==> config.mk <==
export PLATFORM = sky130hd
export DESIGN_NAME = sync_framed_crc32_receiver_core
export DESIGN_NICKNAME = d
export VERILOG_FILES = /design/src/rtl/sfcr_pkg.sv /design/src/rtl/sfcr_frame_tracker.sv /design/src/rtl/sync_framed_crc32_receiver_core.sv
export SDC_FILE = /design/constraint.sdc
export NUM_CORES = 1
export LEC_CHECK = 0
export BUFFER_PORTS_ARGS = -buffer_cell sky130_fd_sc_hd__buf_2
export CAP_MARGIN = 5
export CELL_PAD_IN_SITES_DETAIL_PLACEMENT = 0
export CELL_PAD_IN_SITES_GLOBAL_PLACEMENT = 1
export CORE_MARGIN = 2
export CORE_UTILIZATION = 40
export CTS_BUF_LIST = sky130_fd_sc_hd__clkbuf_8 sky130_fd_sc_hd__clkbuf_16
export DETAILED_ROUTE_END_ITERATION = 10
export HOLD_SLACK_MARGIN = 0.12
export PLACE_DENSITY = 0.7
export SLEW_MARGIN = 20
export SYNTH_ARGS = -nofsm -noshare
export SYNTH_HDL_FRONTEND = slang
export SYNTH_SLANG_ARGS = --single-unit
==> constraint.sdc <==
create_clock -name clock -period 6.9 [get_ports clock]
set_clock_uncertainty 0.1 [all_clocks]
set_input_delay 0.69 -clock clock [delete_from_list [all_inputs] [get_ports clock]]
set_output_delay 0.69 -clock clock [all_outputs]
set_load 0.01 [all_outputs]
==> src/rtl/sfcr_pkg.sv <==
`timescale 1ns / 1ps
// ----------------------------------------------------------------------------
// sfcr_pkg
// Shared types, constants and the byte-wide CRC-32 step for the sync-framed
// CRC-32 receiver.
// ----------------------------------------------------------------------------
package sfcr_pkg;

   localparam int unsigned MAX_FRAME = 1024;
   localparam int unsigned POS_W     = $clog2(MAX_FRAME);
   localparam int unsigned LEN_W     = 11;
   localparam int unsigned CRC_W     = 32;
   localparam int unsigned MIN_FRAME = 8;

   localparam logic [CRC_W-1:0] CRC_POLY = 32'hEDB8_8320;
   localparam logic [7:0]       SYNC0    = 8'hAA;
   localparam logic [7:0]       SYNC1    = 8'h44;
   localparam logic [7:0]       SYNC2    = 8'h12;
   localparam logic [LEN_W-1:0] FRAME_LENGTH_RESET = 11'd104;

   typedef enum logic [1:0] {
      HUNT_SYNC0 = 2'd0,
      HUNT_SYNC1 = 2'd1,
      HUNT_SYNC2 = 2'd2,
      COLLECT    = 2'd3
   } phase_type;

   typedef struct packed {
      logic             valid;
      logic [7:0]       frame_byte;
      logic [POS_W-1:0] byte_index;
      logic             last_byte;
      logic             crc_ok;
      logic [CRC_W-1:0] computed_crc;
   } result_type;

   // reflected crc-32, one byte, unrolled over its eight bits
   function automatic logic [CRC_W-1:0] crc32_byte(input logic [CRC_W-1:0] crc,
                                                   input logic [7:0] b);
      logic [CRC_W-1:0] v;
      v = {24'h0, crc[7:0] ^ b};
      for (int k = 0; k < 8; k++) begin
         if (v[0]) begin
            v = (v >> 1) ^ CRC_POLY;
         end else begin
            v = v >> 1;
         end
      end
      return {8'h0, crc[CRC_W-1:8]} ^ v;
   endfunction

endpackage

==> src/rtl/sfcr_frame_tracker.sv <==
`timescale 1ns / 1ps
// ----------------------------------------------------------------------------
// sfcr_frame_tracker
// Sync hunt, frame position, running CRC and trailing CRC capture. Gives the
// result for the byte presented in the same cycle and updates on step.
// ----------------------------------------------------------------------------
module sfcr_frame_tracker
   import sfcr_pkg::*;
(
   input  logic             clock,
   input  logic             reset,
   input  logic             step,
   input  logic [7:0]       rx_byte,
   input  logic [LEN_W-1:0] frame_length,
   output result_type       result
);

   phase_type        phase_ff, phase_in;
   logic [POS_W-1:0] pos_ff, pos_in;
   logic [CRC_W-1:0] crc_ff, crc_in;
   logic [CRC_W-1:0] rcv_ff, rcv_in;

   logic [LEN_W-1:0] eff_len;
   logic [LEN_W:0]   pos_ext;
   logic [CRC_W-1:0] crc_cont;
   logic [CRC_W-1:0] crc_start;
   logic             is_last;

   always_ff @(posedge clock) begin
      if (reset) begin
         phase_ff <= HUNT_SYNC0;
         pos_ff   <= '0;
         crc_ff   <= '0;
         rcv_ff   <= '0;
      end else if (step) begin
         phase_ff <= phase_in;
         pos_ff   <= pos_in;
         crc_ff   <= crc_in;
         rcv_ff   <= rcv_in;
      end
   end

   always_comb begin
      if (frame_length < LEN_W'(MIN_FRAME)) begin
         eff_len = LEN_W'(MIN_FRAME);
      end else if (frame_length > LEN_W'(MAX_FRAME)) begin
         eff_len = LEN_W'(MAX_FRAME);
      end else begin
         eff_len = frame_length;
      end
   end

   assign pos_ext   = (LEN_W + 1)'(pos_ff);
   assign crc_cont  = crc32_byte(crc_ff, rx_byte);
   assign crc_start = crc32_byte('0, rx_byte);
   assign is_last   = (pos_ext + 1'b1) >= (LEN_W + 1)'(eff_len);

   always_comb begin
      phase_in = phase_ff;
      pos_in   = pos_ff;
      crc_in   = crc_ff;
      rcv_in   = rcv_ff;
      result   = '0;
      result.frame_byte = rx_byte;
      case (phase_ff)
         HUNT_SYNC0: begin
            if (rx_byte == SYNC0) begin
               phase_in     = HUNT_SYNC1;
               pos_in       = POS_W'(1);
               crc_in       = crc_start;
               rcv_in       = '0;
               result.valid = 1'b1;
            end
         end
         HUNT_SYNC1, HUNT_SYNC2: begin
            if ((phase_ff == HUNT_SYNC1 && rx_byte == SYNC1) ||
                (phase_ff == HUNT_SYNC2 && rx_byte == SYNC2)) begin
               phase_in          = (phase_ff == HUNT_SYNC1) ? HUNT_SYNC2 : COLLECT;
               pos_in            = (phase_ff == HUNT_SYNC1) ? POS_W'(2) : POS_W'(3);
               crc_in            = crc_cont;
               result.valid      = 1'b1;
               result.byte_index = (phase_ff == HUNT_SYNC1) ? POS_W'(1) : POS_W'(2);
            end else if (rx_byte == SYNC0) begin
               // broken sequence, but the byte itself opens a new attempt
               phase_in     = HUNT_SYNC1;
               pos_in       = POS_W'(1);
               crc_in       = crc_start;
               rcv_in       = '0;
               result.valid = 1'b1;
            end else begin
               phase_in = HUNT_SYNC0;
               pos_in   = '0;
               crc_in   = '0;
               rcv_in   = '0;
            end
         end
         COLLECT: begin
            result.valid      = 1'b1;
            result.byte_index = pos_ff;
            if ((pos_ext + (LEN_W + 1)'(4)) < (LEN_W + 1)'(eff_len)) begin
               crc_in = crc_cont;
            end else begin
               rcv_in = {rx_byte, rcv_ff[CRC_W-1:8]};
            end
            if (is_last) begin
               result.last_byte    = 1'b1;
               result.crc_ok       = (crc_in == rcv_in);
               result.computed_crc = crc_in;
               phase_in = HUNT_SYNC0;
               pos_in   = '0;
               crc_in   = '0;
               rcv_in   = '0;
            end else begin
               pos_in = pos_ff + 1'b1;
            end
         end
         default: begin
            phase_in = HUNT_SYNC0;
         end
      endcase
   end

endmodule

==> src/rtl/sync_framed_crc32_receiver_core.sv <==
`timescale 1ns / 1ps
// ----------------------------------------------------------------------------
// sync_framed_crc32_receiver_core
// Hunts for the sync bytes AA 44 12, passes on each frame byte with its index
// and checks the reflected CRC-32 carried in the frame's last four bytes.
// ----------------------------------------------------------------------------
// One byte is taken per clock, every clock, when the result side keeps up; a
// byte lands in the input register when accepted and then in the result
// register, which drives rsp_; the byte-wide CRC step sits combinationally
// between those two registers. Bytes that do not match during the sync hunt
// give no result beat. frame_length is to be written through csr_ only while
// idle; the block itself does not enforce this. Values below 8 act as 8 and
// above 1024 as 1024.
module sync_framed_crc32_receiver_core
   import sfcr_pkg::*;
(
   input  logic             clock,
   input  logic             reset,
   input  logic             req_valid,
   output logic             req_stall,
   input  logic [7:0]       req_rx_byte,
   output logic             rsp_valid,
   input  logic             rsp_stall,
   output logic [7:0]       rsp_frame_byte,
   output logic [POS_W-1:0] rsp_byte_index,
   output logic             rsp_last_byte,
   output logic             rsp_crc_ok,
   output logic [CRC_W-1:0] rsp_computed_crc,
   input  logic             csr_valid,
   output logic             csr_ready,
   input  logic [LEN_W-1:0] csr_frame_length
);

   logic             in_valid_ff;
   logic [7:0]       in_byte_ff;
   logic [LEN_W-1:0] frame_length_ff;
   result_type       rsp_ff, rsp_in;
   logic             advance;

   assign csr_ready = 1'b1;

   always_ff @(posedge clock) begin
      if (reset) begin
         frame_length_ff <= FRAME_LENGTH_RESET;
      end else if (csr_valid && csr_ready) begin
         frame_length_ff <= csr_frame_length;
      end
   end

   // result register can take a new beat
   assign advance   = !rsp_ff.valid || !rsp_stall;
   assign req_stall = in_valid_ff && !advance;

   always_ff @(posedge clock) begin
      if (reset) begin
         in_valid_ff <= 1'b0;
      end else if (!req_stall) begin
         in_valid_ff <= req_valid;
      end
   end

   always_ff @(posedge clock) begin
      if (req_valid && !req_stall) begin
         in_byte_ff <= req_rx_byte;
      end
   end

   sfcr_frame_tracker u_tracker (
      .clock        (clock),
      .reset        (reset),
      .step         (in_valid_ff && advance),
      .rx_byte      (in_byte_ff),
      .frame_length (frame_length_ff),
      .result       (rsp_in)
   );

   always_ff @(posedge clock) begin
      if (reset) begin
         rsp_ff.valid <= 1'b0;
      end else if (advance) begin
         rsp_ff.valid <= in_valid_ff && rsp_in.valid;
      end
      if (advance) begin
         rsp_ff.frame_byte   <= rsp_in.frame_byte;
         rsp_ff.byte_index   <= rsp_in.byte_index;
         rsp_ff.last_byte    <= rsp_in.last_byte;
         rsp_ff.crc_ok       <= rsp_in.crc_ok;
         rsp_ff.computed_crc <= rsp_in.computed_crc;
      end
   end

   assign rsp_valid        = rsp_ff.valid;
   assign rsp_frame_byte   = rsp_ff.frame_byte;
   assign rsp_byte_index   = rsp_ff.byte_index;
   assign rsp_last_byte    = rsp_ff.last_byte;
   assign rsp_crc_ok       = rsp_ff.crc_ok;
   assign rsp_computed_crc = rsp_ff.computed_crc;

   // a frame is never shorter than the minimum length
   a_last_index_min: assert property (@(posedge clock) disable iff (reset)
      rsp_valid && rsp_last_byte |-> rsp_byte_index >= POS_W'(MIN_FRAME - 1))
      else $error("last byte of frame below minimum index");

   // check fields only carry data on the last beat of a frame
   a_check_fields_quiet: assert property (@(posedge clock) disable iff (reset)
      rsp_valid && !rsp_last_byte |-> !rsp_crc_ok && rsp_computed_crc == '0)
      else $error("crc fields set on a non-final beat");

   // input side only stalls with a byte held and the result beat blocked
   a_stall_cause: assert property (@(posedge clock) disable iff (reset)
      req_stall |-> in_valid_ff && rsp_valid && rsp_stall)
      else $error("input stalled without a blocked result");

   // a beat at index zero is always the first sync byte
   a_sync_index: assert property (@(posedge clock) disable iff (reset)
      rsp_valid && rsp_byte_index == POS_W'(0) |-> rsp_frame_byte == SYNC0)
      else $error("index zero beat is not the first sync byte");

endmodule

==> summary.md, run 1 <==
| Metric | Value |
|---|---|
| Die height | 159 um |
| CTS sink count | 149 |
| Synthesis-to-finish area growth | 12.7% |
| Core ar. | 23500 sq um |
| Arrival time of the worst setup path | 4.95 ns |
| All-Layer GR Usage | 25.4% |
| CP max stage delay | 0.75 ns |
| CTS Root Cell | clkbuf_16 |
| Initial antenna violation count | 0 |
| # DRC | 0 |
| Synth top area cells | edfxtp_1 19%, dfxtp_1 19%, xnor2_1 8.2% |
| Leak | 4.42 nW |
| Tmin final | 4.77 ns |
| RSZ-0062 raised after global routing | false |
| Tcrit/Tclk final | 69.1% |
| CTS Buf Count | 17 |
| Synth Net Count | 1072 |
| Post-CTS Hold Buffers | 0 |
| Async set-reset flop share out of synthesis | 0% |
| Routability cong. | 0.979 |
| WS Path Type | reg -> reg |
| Final Util | 45.9% |
| Cell count after synthesis | 1013 |
| Final HPWL DP | 22400 um |
| Worst-Margin Slew | 1.05 ns |
| Mapped Area | 9550 sq um |
| HP Class | in -> reg |
| Drt wl/cell | 22.3 um |
| Fin. Hold Viols | 0 |
| Pin count of the biggest net entering global routing | 85 |
| Row count | 56 |
| CP Cell Sequence | or4_1 -> nor3_1 -> a21oi_1 -> and2_1 -> ha_1 -> a21boi_0 -> o21a_1 -> o2111ai_1 -> a211oi_1 -> or2_0 -> buf_4 -> o211ai_1 -> buf_4 -> a22oi_1 -> nor2_1 |
| Most frequent cell after synthesis | nor2_1 |
| Max clock buf depth | 2 |
| Synth top area share | 18.9% |
| CP required | 7.08 ns |
| Max Slew Vio Count | 0 |
| Filler Cells Inserted | 2240 |
| Starting Density | 40.7% |
| Avg Inst Size Synth | 9.43 sq um |
| Hold EP | in_byte_ff[0]$_DFFE_PP_ |
| Fraction of layout cells with a size suffix above 1 | 15.4% |
| 1st-pass router iterations | 5 |
| Top_reg_cell synth | dfxtp_1 |
| Vias | 8017 |
| Final ANT Viol Nets | 0 |
| Most common cell on crit path | buf_4 |
| Synth unique cells | 73 |
| CP startpoint kind | flip-flop |
| Remaining global-route overflow | 0 |
| # H-tree levels | 4 |
| Yosys reg bits | 149 |
| Cts repair resizes | 0 |
| CP max FO | 32 |
| NumNets Final | 1118 |
| Synth area leader | edfxtp_1 |
| Antenna fix cells | 0 |
| Via/cell ratio | 5.76 |
| Final wirelength | 31000 um |
| Hold Path Origin | req_rx_byte[0] |
| Max_slew headroom | 29.4% |
| Synth Warn # | 0 |
| Slowest-stage cell, CP | or2_0 |
| Status | finished, final reports clean |
| Worst-Skew Late Latency | 0.44 ns |
| Max Freq | 210 MHz |
| Reg2Reg Depth | 15 |
| Post-synth top cells | 133 x nor2_1, 89 x dfxtp_1, 89 x xnor2_1 |
| Die X | 159 um |
| RR Startpoint | frame_length_ff[6]$_SDFFE_PP1P_ |
| Setup-failing EPs final | 0 |
| Number of synthesized flops with an enable pin | 60 |
| Vias in the first global route | 7519 |
| R2R Setup Slk | 2.13 ns |
| Pwr per Cell Area | 210 nW/um^2 |
| Post-CTS setup buffer count | 0 |
| Initial drt markers | 844 |
| Sequential share of the synthesized area | 37.5% |
| First-pass GRT wire length | 47300 um |
| TritonCTS clock tree | yes |
| Die area | 25100 sq um |
| Hold Crit Depth | 1 |
| Critical path capture point type | flip-flop |
| Clock-pin slew on the worst setup and hold paths | 0.07 ns |
| Setup TNS | 0 ns |
| VDD IR max | 152 uV |
| Max Cap Viol | 0 |
| Worst r2r dst | u_tracker.rcv_ff[26]$_SDFFE_PP0P_ |
| Ports | 79 |
| IO Port Bufs | 77 |
worst max-delay path, delay by kind of cell, from the launching register on:
kind	cells	cell delay, ns
simple gates	5	1.71
compound gates	7	1.55
buf+inv	2	0.61
flops	1	0.34
fa+ha+maj	1	0.26
metal layers:
metal	vias up	wire (um)	global-route usage, %
li1	3741	-	-
met3	52	2780	6.15
met2	383	13000	35.9
met1	3841	14400	37.5
met4	0	799	8.19
met5	-	0	0
area by class of cell:
| cell class | instances | area, sq um | share of cell area (%) |
|---|---|---|---|
| flip-flops and latches | 149 | 3580 | 33.3 |
| clock buffers | 17 | 425 | 3.95 |
| well taps | 319 | 399 | 3.71 |
| multi-input cells | 754 | 5530 | 51.4 |
| clock inverters | 15 | 145 | 1.35 |
| inverters | 42 | 158 | 1.46 |
| repair buffers | 95 | 520 | 4.83 |
per-stage QoR:
| stage | hold WS, ns | setup WS (ns) | total power [mW] | std cells | cell area [sq um] |
|---|---|---|---|---|---|
| after floorplan | 0.349 | 3.45 | 1.22 | 1013 | 9550 |
| after global placement | 0.384 | 2.24 | 1.34 | 1359 | 10200 |
| after detailed placement | 0.386 | 2.22 | 1.34 | 1359 | 10200 |
| after CTS | 0.321 | 2.16 | 2.26 | 1391 | 10800 |
| after global routing | 0.321 | 1.79 | 2.33 | 1391 | 10800 |
| final | 0.323 | 2.13 | 2.26 | 1391 | 10800 |
cell usage in the layout (no fill, tap or decap), types with 5 or more instances in the layout:
cell type and instances:
xnor3_1 8, nand2_1 51, dfxtp_1 89, nor2_1 132, a2111oi_0 5, o21ai_0 32, nand4_1 6, xnor2_4 6
buf_4 18, mux2i_1 28, a21oi_1 55, and3_1 5, xnor2_2 8, nor3_1 15, clkbuf_16 17, a211oi_1 8
ha_1 35, o211ai_1 5, and2_1 12, a31oi_1 7, o22ai_1 18, a221oi_1 13, a2bb2oi_1 5, o221ai_1 10
xnor2_1 89, buf_2 77, xor2_1 40, nand3_1 15, edfxtp_1 60, a22oi_1 52, nor2b_1 14, inv_1 40
nor4_1 6
cells by family after synthesis:
| logic type | share of synthesized area [%] |
|---|---|
| adders and majority gates | 4.58 |
| AOI/OAI and AO/OA | 18.4 |
| muxes | 3.41 |
| and+or+nand+nor | 12.9 |
| DFF | 37.5 |
| xor gates and xnor gates | 18.3 |
| buffers and inverters | 4.78 |
| other | 0.0393 |
power by group:
group          total (mW)  switching (mW)  internal, mW  leakage (nW)
registers           0.930          0.0103         0.920          1.43
logic               0.398           0.252         0.146          2.72
clock network       0.930           0.425         0.505         0.272
registers in the layout, summed over array words and instances (netlist names):
name / cells
in_byte_ff: 8
u_tracker.crc_ff: 32
rsp_valid: 1
frame_length_ff: 11
rsp_frame_byte: 8
in_valid_ff: 1
u_tracker.phase_ff: 2
u_tracker.rcv_ff: 32
rsp_computed_crc: 32
rsp_crc_ok: 1
rsp_byte_index: 10
rsp_last_byte: 1
u_tracker.pos_ff: 10
how the worst max path moves through the flow:
stage | startpoint | end | slack [ns]
3_5_place_dp | frame_length_ff[6]$_SDFFE_PP1P_ | u_tracker.rcv_ff[28]$_SDFFE_PP0P_ | 2.22
4_1_cts | frame_length_ff[6]$_SDFFE_PP1P_ | u_tracker.rcv_ff[28]$_SDFFE_PP0P_ | 2.16
3_3_place_gp | frame_length_ff[6]$_SDFFE_PP1P_ | u_tracker.rcv_ff[21]$_SDFFE_PP0P_ | 2.24
2_1_floorplan | u_tracker.pos_ff[2]$_SDFFE_PP0P_ | u_tracker.rcv_ff[31]$_SDFFE_PP0P_ | 3.45
6_report | frame_length_ff[6]$_SDFFE_PP1P_ | u_tracker.rcv_ff[26]$_SDFFE_PP0P_ | 2.13
5_1_grt | frame_length_ff[6]$_SDFFE_PP1P_ | u_tracker.rcv_ff[0]$_SDFFE_PP0P_ | 1.79
Power figures use the tool's default switching activity.
==> run 2: changes to the inputs <==
==> constraint.sdc (replaced) <==
create_clock -name clock -period 4.9 [get_ports clock]
set_clock_uncertainty 0.1 [all_clocks]
set_input_delay 0.49 -clock clock [delete_from_list [all_inputs] [get_ports clock]]
set_output_delay 0.49 -clock clock [all_outputs]
set_load 0.01 [all_outputs]
==> run 2 against run 1 <==
  * Worst setup slack got worse by 1.5 ns
  * Non-clock buffer count increased by 13
  * Register-to-register slack got worse by 1.5 ns
  * Final cell count increased by 0.86%
  * Clock power increased by 42%
  * Critical path type unchanged
  * Largest power group is now the clock network
==> summary.md, run 2 (synthesis gave the netlist of run 1 again) <==
| Metric | Value |
|---|---|
| VDD IR max | 235 uV |
| Initial antenna violation count | 0 |
| Critical path capture point type | flip-flop |
| Crit path buffers/inverters | 0 |
| Pwr per Cell Area | 294 nW/um^2 |
| 1st-pass router iterations | 7 |
| Starting Density | 40.7% |
| Via/cell ratio | 5.77 |
| Routability cong. | 0.984 |
| Drt wl/cell | 23.1 um |
| Tmin final | 4.24 ns |
| Worst-Skew Late Latency | 0.44 ns |
| First-pass GRT wire length | 48400 um |
| Die X | 159 um |
| Commonest cells after routing, fill and taps aside | 133 x nor2_1, 89 x xnor2_1, 89 x dfxtp_1 |
| Tot Pwr | 3.20 mW |
| CTS sink count | 149 |
| Status | finished, final reports clean |
| Internal | 2.26 mW |
| Post-Place Setup Slack | 0.691 ns |
| NumNets Final | 1131 |
| Max Cap Viol | 0 |
| Max Freq | 236 MHz |
| PnR worst setup slack | 0.663 ns |
| Core ar. | 23500 sq um |
| Vias | 8093 |
| All-Layer GR Usage | 26.4% |
| CP startpoint kind | flip-flop |
| Die height | 159 um |
| RSZ-0062 raised after global routing | false |
| Family with the most delay on the worst path | compound AO/OA/AOI/OAI gates |
| FF+latch area | 3580 sq um |
| CTS Root Cell | clkbuf_16 |
| Clock power frac | 41.4% |
| HP Class | in -> reg |
| Final ANT Viol Nets | 0 |
| Comb power frac | 17.6% |
| Placed Instances | 1371 |
| Setup TNS | 0 ns |
| TritonCTS clock tree | yes |
| Final wirelength | 32300 um |
| Final HPWL DP | 23700 um |
| Post-CTS setup buffer count | 0 |
| Reg power frac | 41.1% |
| Row count | 56 |
| Multi-input gate area | 5530 sq um |
| # H-tree levels | 4 |
| Pin count of the biggest net entering global routing | 54 |
| CP Cell Sequence | ha_1 -> nand2_1 -> nor2_1 -> nand2_1 -> xnor2_1 -> ha_1 -> a21o_1 -> a21o_1 -> a221oi_1 -> nand2_1 -> o31ai_2 -> a221oi_1 -> a2111oi_0 |
| IO Port Bufs | 77 |
| Most common cell on crit path | nand2_1 |
| Switch Pwr | 0.940 mW |
| Switching Fraction | 29.4% |
| Max Slew Vio Count | 0 |
| Initial drt markers | 888 |
| Leak | 4.50 nW |
| Slowest-stage cell, CP | o31ai_2 |
| Tcrit/Tclk final | 86.5% |
| Remaining global-route overflow | 0 |
| Vias in the first global route | 7526 |
| CP required | 5.11 ns |
| CP max stage delay | 0.89 ns |
| CTS Buf Count | 17 |
| Fin. Hold Viols | 0 |
| Max clock buf depth | 2 |
| WS Path Type | reg -> reg |
| Most common cell after layout, fill and taps aside | nor2_1 |
| Fraction of layout cells with a size suffix above 1 | 16.1% |
| Arrival time of the worst setup path | 4.45 ns |
| Die area | 25100 sq um |
| CP max FO | 12 |
| Ports | 79 |
| Filler Cells Inserted | 2282 |
| # DRC | 0 |
| Max_slew headroom | 28.1% |
| Non-filler cells, final | 1403 |
| Final Util | 46.4% |
| Worst-Margin Slew | 1.07 ns |
| Synthesis-to-finish area growth | 13.9% |
| Antenna fix cells | 0 |
| Clock-pin slew on the worst setup and hold paths | 0.07 ns |
| Setup-failing EPs final | 0 |
==> run 2: layout make-up <==
type / count / area share [%]
Clock buffer: 17 / 3.91
Clock inverter: 14 / 1.39
Inverter: 42 / 1.45
Multi-Input combinational cell: 754 / 50.8
Sequential cell: 149 / 32.9
Tap cell: 319 / 3.67
Timing Repair Buffer: 108 / 5.82
==> run 2: metrics by stage <==
step / hold slack [ns] / instance area, sq um
finish: 0.129 / 10900
global route: 0.124 / 10900
CTS: 0.121 / 10900
detailed placement: 0.396 / 10300
global placement: 0.385 / 10300
floorplan: 0.349 / 9550
==> run 2: path summary, 6_finish.rpt <==
| path | from | depth (start not counted) | slack, ns | endpoint |
|---|---|---|---|---|
| max | u_tracker.pos_ff[2]$_SDFFE_PP0P_ | 13 | 0.66 | u_tracker.crc_ff[9]$_SDFFE_PP0P_ |
| min | req_rx_byte[6] | 1 | 0.13 | in_byte_ff[6]$_DFFE_PP_ |
| max reg2reg | u_tracker.pos_ff[2]$_SDFFE_PP0P_ | 13 | 0.66 | u_tracker.crc_ff[9]$_SDFFE_PP0P_ |
| min reg2reg | frame_length_ff[2]$_SDFFE_PP0P_ | 2 | 0.40 | frame_length_ff[2]$_SDFFE_PP0P_ |
==> run 2: power groups by stage <==
stage                     registers (mW)  logic [mW]  clock network, mW
after detailed placement            1.34       0.547                  0
after global placement              1.34       0.550                  0
after floorplan                     1.33       0.384                  0
after global routing                1.32       0.596               1.39
after CTS                           1.32       0.550               1.35
final                               1.31       0.562               1.32
==> run 2: per-layer routing <==
metal / track usage, % / up-vias / wire length [um]
met1: 39.5 / 3878 / 15100
met3: 5.82 / 72 / 3060
met5: 0 / - / 0
li1: - / 3761 / -
met4: 9.44 / 0 / 1040
met2: 36.8 / 382 / 13200
==> run 2: what timing repair did <==
item                                   in CTS  in global routing
endpoints found under the hold margin       1                  0
gates resized for setup                     0                  0
hold buffers                                1                  0
==> run 3: changes to the inputs <==
--- a/config.mk
+++ b/config.mk
@@ -5,6 +5,7 @@
 export SDC_FILE = /design/constraint.sdc
 export NUM_CORES = 1
 export LEC_CHECK = 0
+export ABC_AREA = 1
 export BUFFER_PORTS_ARGS = -buffer_cell sky130_fd_sc_hd__buf_2
 export CAP_MARGIN = 5
 export CELL_PAD_IN_SITES_DETAIL_PLACEMENT = 0
@@ -14,7 +15,7 @@
 export CTS_BUF_LIST = sky130_fd_sc_hd__clkbuf_8 sky130_fd_sc_hd__clkbuf_16
 export DETAILED_ROUTE_END_ITERATION = 10
 export HOLD_SLACK_MARGIN = 0.12
-export PLACE_DENSITY = 0.7
+export PLACE_DENSITY = 0.75
 export SLEW_MARGIN = 20
 export SYNTH_ARGS = -nofsm -noshare
 export SYNTH_HDL_FRONTEND = slang
==> run 3 against run 2 <==
  * Register-to-register slack better by 0.19 ns
  * Sequential cell count stayed put
  * Die area is 9.6% higher
  * Final cell count is 43% higher
  * Clock power hardly changed
  * Worst setup slack better by 0.19 ns
  * First-iteration DRC count is 39% higher
  * Final area is 7.9% higher
  * Fmax is 4.8% higher
  * Highest routed layer unchanged
==> summary.md, run 3 <==
| Metric | Value |
|---|---|
| Core ar. | 25900 sq um |
| Synth Warn # | 0 |
| First-pass GRT wire length | 59600 um |
| Die height | 166 um |
| Final ANT Viol Nets | 0 |
| Routability cong. | 0.946 |
| Top_reg_cell synth | dfxtp_1 |
| VDD IR max | 168 uV |
| Worst-Skew Late Latency | 0.44 ns |
| CTS Buf Count | 17 |
| WS Path Type | reg -> reg |
| CP max FO | 64 |
| TritonCTS clock tree | yes |
| Final HPWL DP | 27900 um |
| Remaining global-route overflow | 0 |
| Synth top area cells | nand2_1 22%, edfxtp_1 17%, dfxtp_1 17% |
| Status | finished, final reports clean |
| Die area | 27500 sq um |
| Sequential share of the synthesized area | 34.2% |
| Clock-pin slew on the worst setup and hold paths | 0.08 ns |
| HP Class | in -> reg |
| Most frequent cell after synthesis | nand2_1 |
| Max Slew Vio Count | 0 |
| Critical path capture point type | flip-flop |
| CTS sink count | 149 |
| Worst Hold Slack | 0.125 ns |
| Yosys reg bits | 149 |
| Fraction of layout cells with a size suffix above 1 | 9.17% |
| Via/cell ratio | 5.36 |
| # H-tree levels | 4 |
| Final wirelength | 38800 um |
| Leak | 5.48 nW |
| Mapped Area | 10500 sq um |
| Max Freq | 247 MHz |
| Synth Net Count | 1669 |
| Avg Inst Size Synth | 6.52 sq um |
| Worst-Margin Slew | 1.04 ns |
| Arrival time of the worst setup path | 4.25 ns |
| Most common cell after layout, fill and taps aside | nand2_1 |
| Commonest cells after routing, fill and taps aside | 626 x nand2_1, 156 x inv_1, 121 x a21oi_1 |
| Tmin final | 4.04 ns |
| Setup TNS | 0 ns |
| Vias in the first global route | 9697 |
| All-Layer GR Usage | 28.1% |
| Synth area leader | nand2_1 |
| Initial drt markers | 1236 |
| CP Cell Sequence | or2_2 -> nor4_1 -> a21oi_1 -> inv_1 -> nand3_1 -> ha_1 -> nand2_1 -> nand2_1 -> nand2_1 -> nand2_1 -> nand2_1 -> nand3_1 -> nand2_1 -> nand2_1 -> nand2_2 -> nand2_4 -> buf_4 -> o21ai_0 -> nand2_1 -> nand2_1 -> nand2_1 -> nor2_1 -> nand3_1 -> nor2_1 |
| Most common cell on crit path | nand2_1 |
| Row count | 59 |
| Synth unique cells | 39 |
| CP startpoint kind | flip-flop |
| Post-synth top cells | 627 x nand2_1, 155 x inv_1, 122 x a21oi_1 |
| NumNets Final | 1714 |
| IO Port Bufs | 77 |
| Synthesis-to-finish area growth | 11.9% |
| Slowest-stage cell, CP | o21ai_0 |
| Max clock buf depth | 2 |
| Antenna fix cells | 0 |
| Number of synthesized flops with an enable pin | 60 |
| CP max stage delay | 0.44 ns |
| Max Cap Viol | 0 |
| 1st-pass router iterations | 7 |
| Fin. Hold Viols | 0 |
| Async set-reset flop share out of synthesis | 0% |
| Max_slew headroom | 30.4% |
| Cell count after synthesis | 1610 |
| Drt wl/cell | 19.4 um |
| Setup-failing EPs final | 0 |
| # DRC | 0 |
| RSZ-0062 raised after global routing | false |
| CP required | 5.10 ns |
| Tcrit/Tclk final | 82.5% |
| Pwr per Cell Area | 270 nW/um^2 |
| Cts repair resizes | 0 |
| Vias | 10700 |
| Initial antenna violation count | 1 |
| Synth top area share | 22.4% |
| CTS Root Cell | clkbuf_16 |
| Pin count of the biggest net entering global routing | 74 |
| Die X | 166 um |
| Starting Density | 40.5% |
| Ports | 79 |
-- run 3: final cells by class --
type                            count  area (sq um)
Clock buffer                       18           439
Clock inverter                     14           114
Fill cell                        2762         14200
Inverter                          162           608
Multi-Input combinational cell   1219          5950
Sequential cell                   149          3580
Tap cell                          335           419
Timing Repair Buffer              106           623
-- run 3: path summary, 6_finish.rpt --
kind | from | to | slack [ns] | cells after the start
max | frame_length_ff[4]$_SDFFE_PP0P_ | rsp_crc_ok$_SDFFCE_PN0N_ | 0.86 | 24
min | req_rx_byte[3] | in_byte_ff[3]$_DFFE_PP_ | 0.13 | 1
max reg2reg | frame_length_ff[4]$_SDFFE_PP0P_ | rsp_crc_ok$_SDFFCE_PN0N_ | 0.86 | 24
min reg2reg | u_tracker.rcv_ff[29]$_SDFFE_PP0P_ | u_tracker.rcv_ff[29]$_SDFFE_PP0P_ | 0.37 | 2
-- run 3: per-stage QoR --
step	power, mW	instances	setup slack [ns]	area, sq um	util (%)
floorplan	1.70	1610	1.70	10500	-
global placement	1.87	1968	0.964	11200	43.1
detailed placement	1.87	1968	0.939	11200	43.1
CTS	3.17	2001	0.923	11700	45.2
global route	3.30	2003	0.538	11700	45.3
finish	3.17	2003	0.856	11700	45.3
-- run 3: kinds of logic (layout without fill, tap and decap cells) --
| group | after synthesis | after routing | share of synthesized area (%) |
|---|---|---|---|
| flip-flops | 149 | 149 | 34.2 |
| other | 1 | 1 | 0.0357 |
| adder cells (fa/ha/maj) | 35 | 35 | 4.17 |
| AND/OR/NAND/NOR | 863 | 863 | 33.3 |
| XOR/XNOR | 84 | 84 | 7.19 |
| AO/OA/AOI/OAI | 236 | 236 | 11.8 |
| buffers and inverters | 242 | 300 | 9.37 |
-- run 3: worst max-delay path: cells and delay by family (launching register included) --
family	cells	cell delay, ns
simple gates	19	2.06
flops	1	0.34
compound gates	2	0.56
fa+ha+maj	1	0.29
buf+inv	2	0.51
-- run 3: power breakdown --
| part | switching [mW] | leakage (nW) | internal (mW) | total (mW) |
|---|---|---|---|---|
| clock network | 0.633 | 0.284 | 0.679 | 1.31 |
| logic | 0.387 | 3.77 | 0.158 | 0.544 |
| registers | 0.0208 | 1.43 | 1.30 | 1.32 |
-- run 3: what timing repair did --
| item | 4_1_cts | 5_1_grt |
|---|---|---|
| hold buffers | 1 | 2 |
| endpoints found under the hold margin | 1 | 2 |
| setup buffers | 0 | 0 |
-- run 3: routing by layer --
metal,up-vias,global-route usage (%),wire [um]
met5,-,0,0
met4,0,8.28,970
met3,64,5.03,3500
met2,508,41.6,16600
met1,4958,41.7,17800
li1,5216,-,-
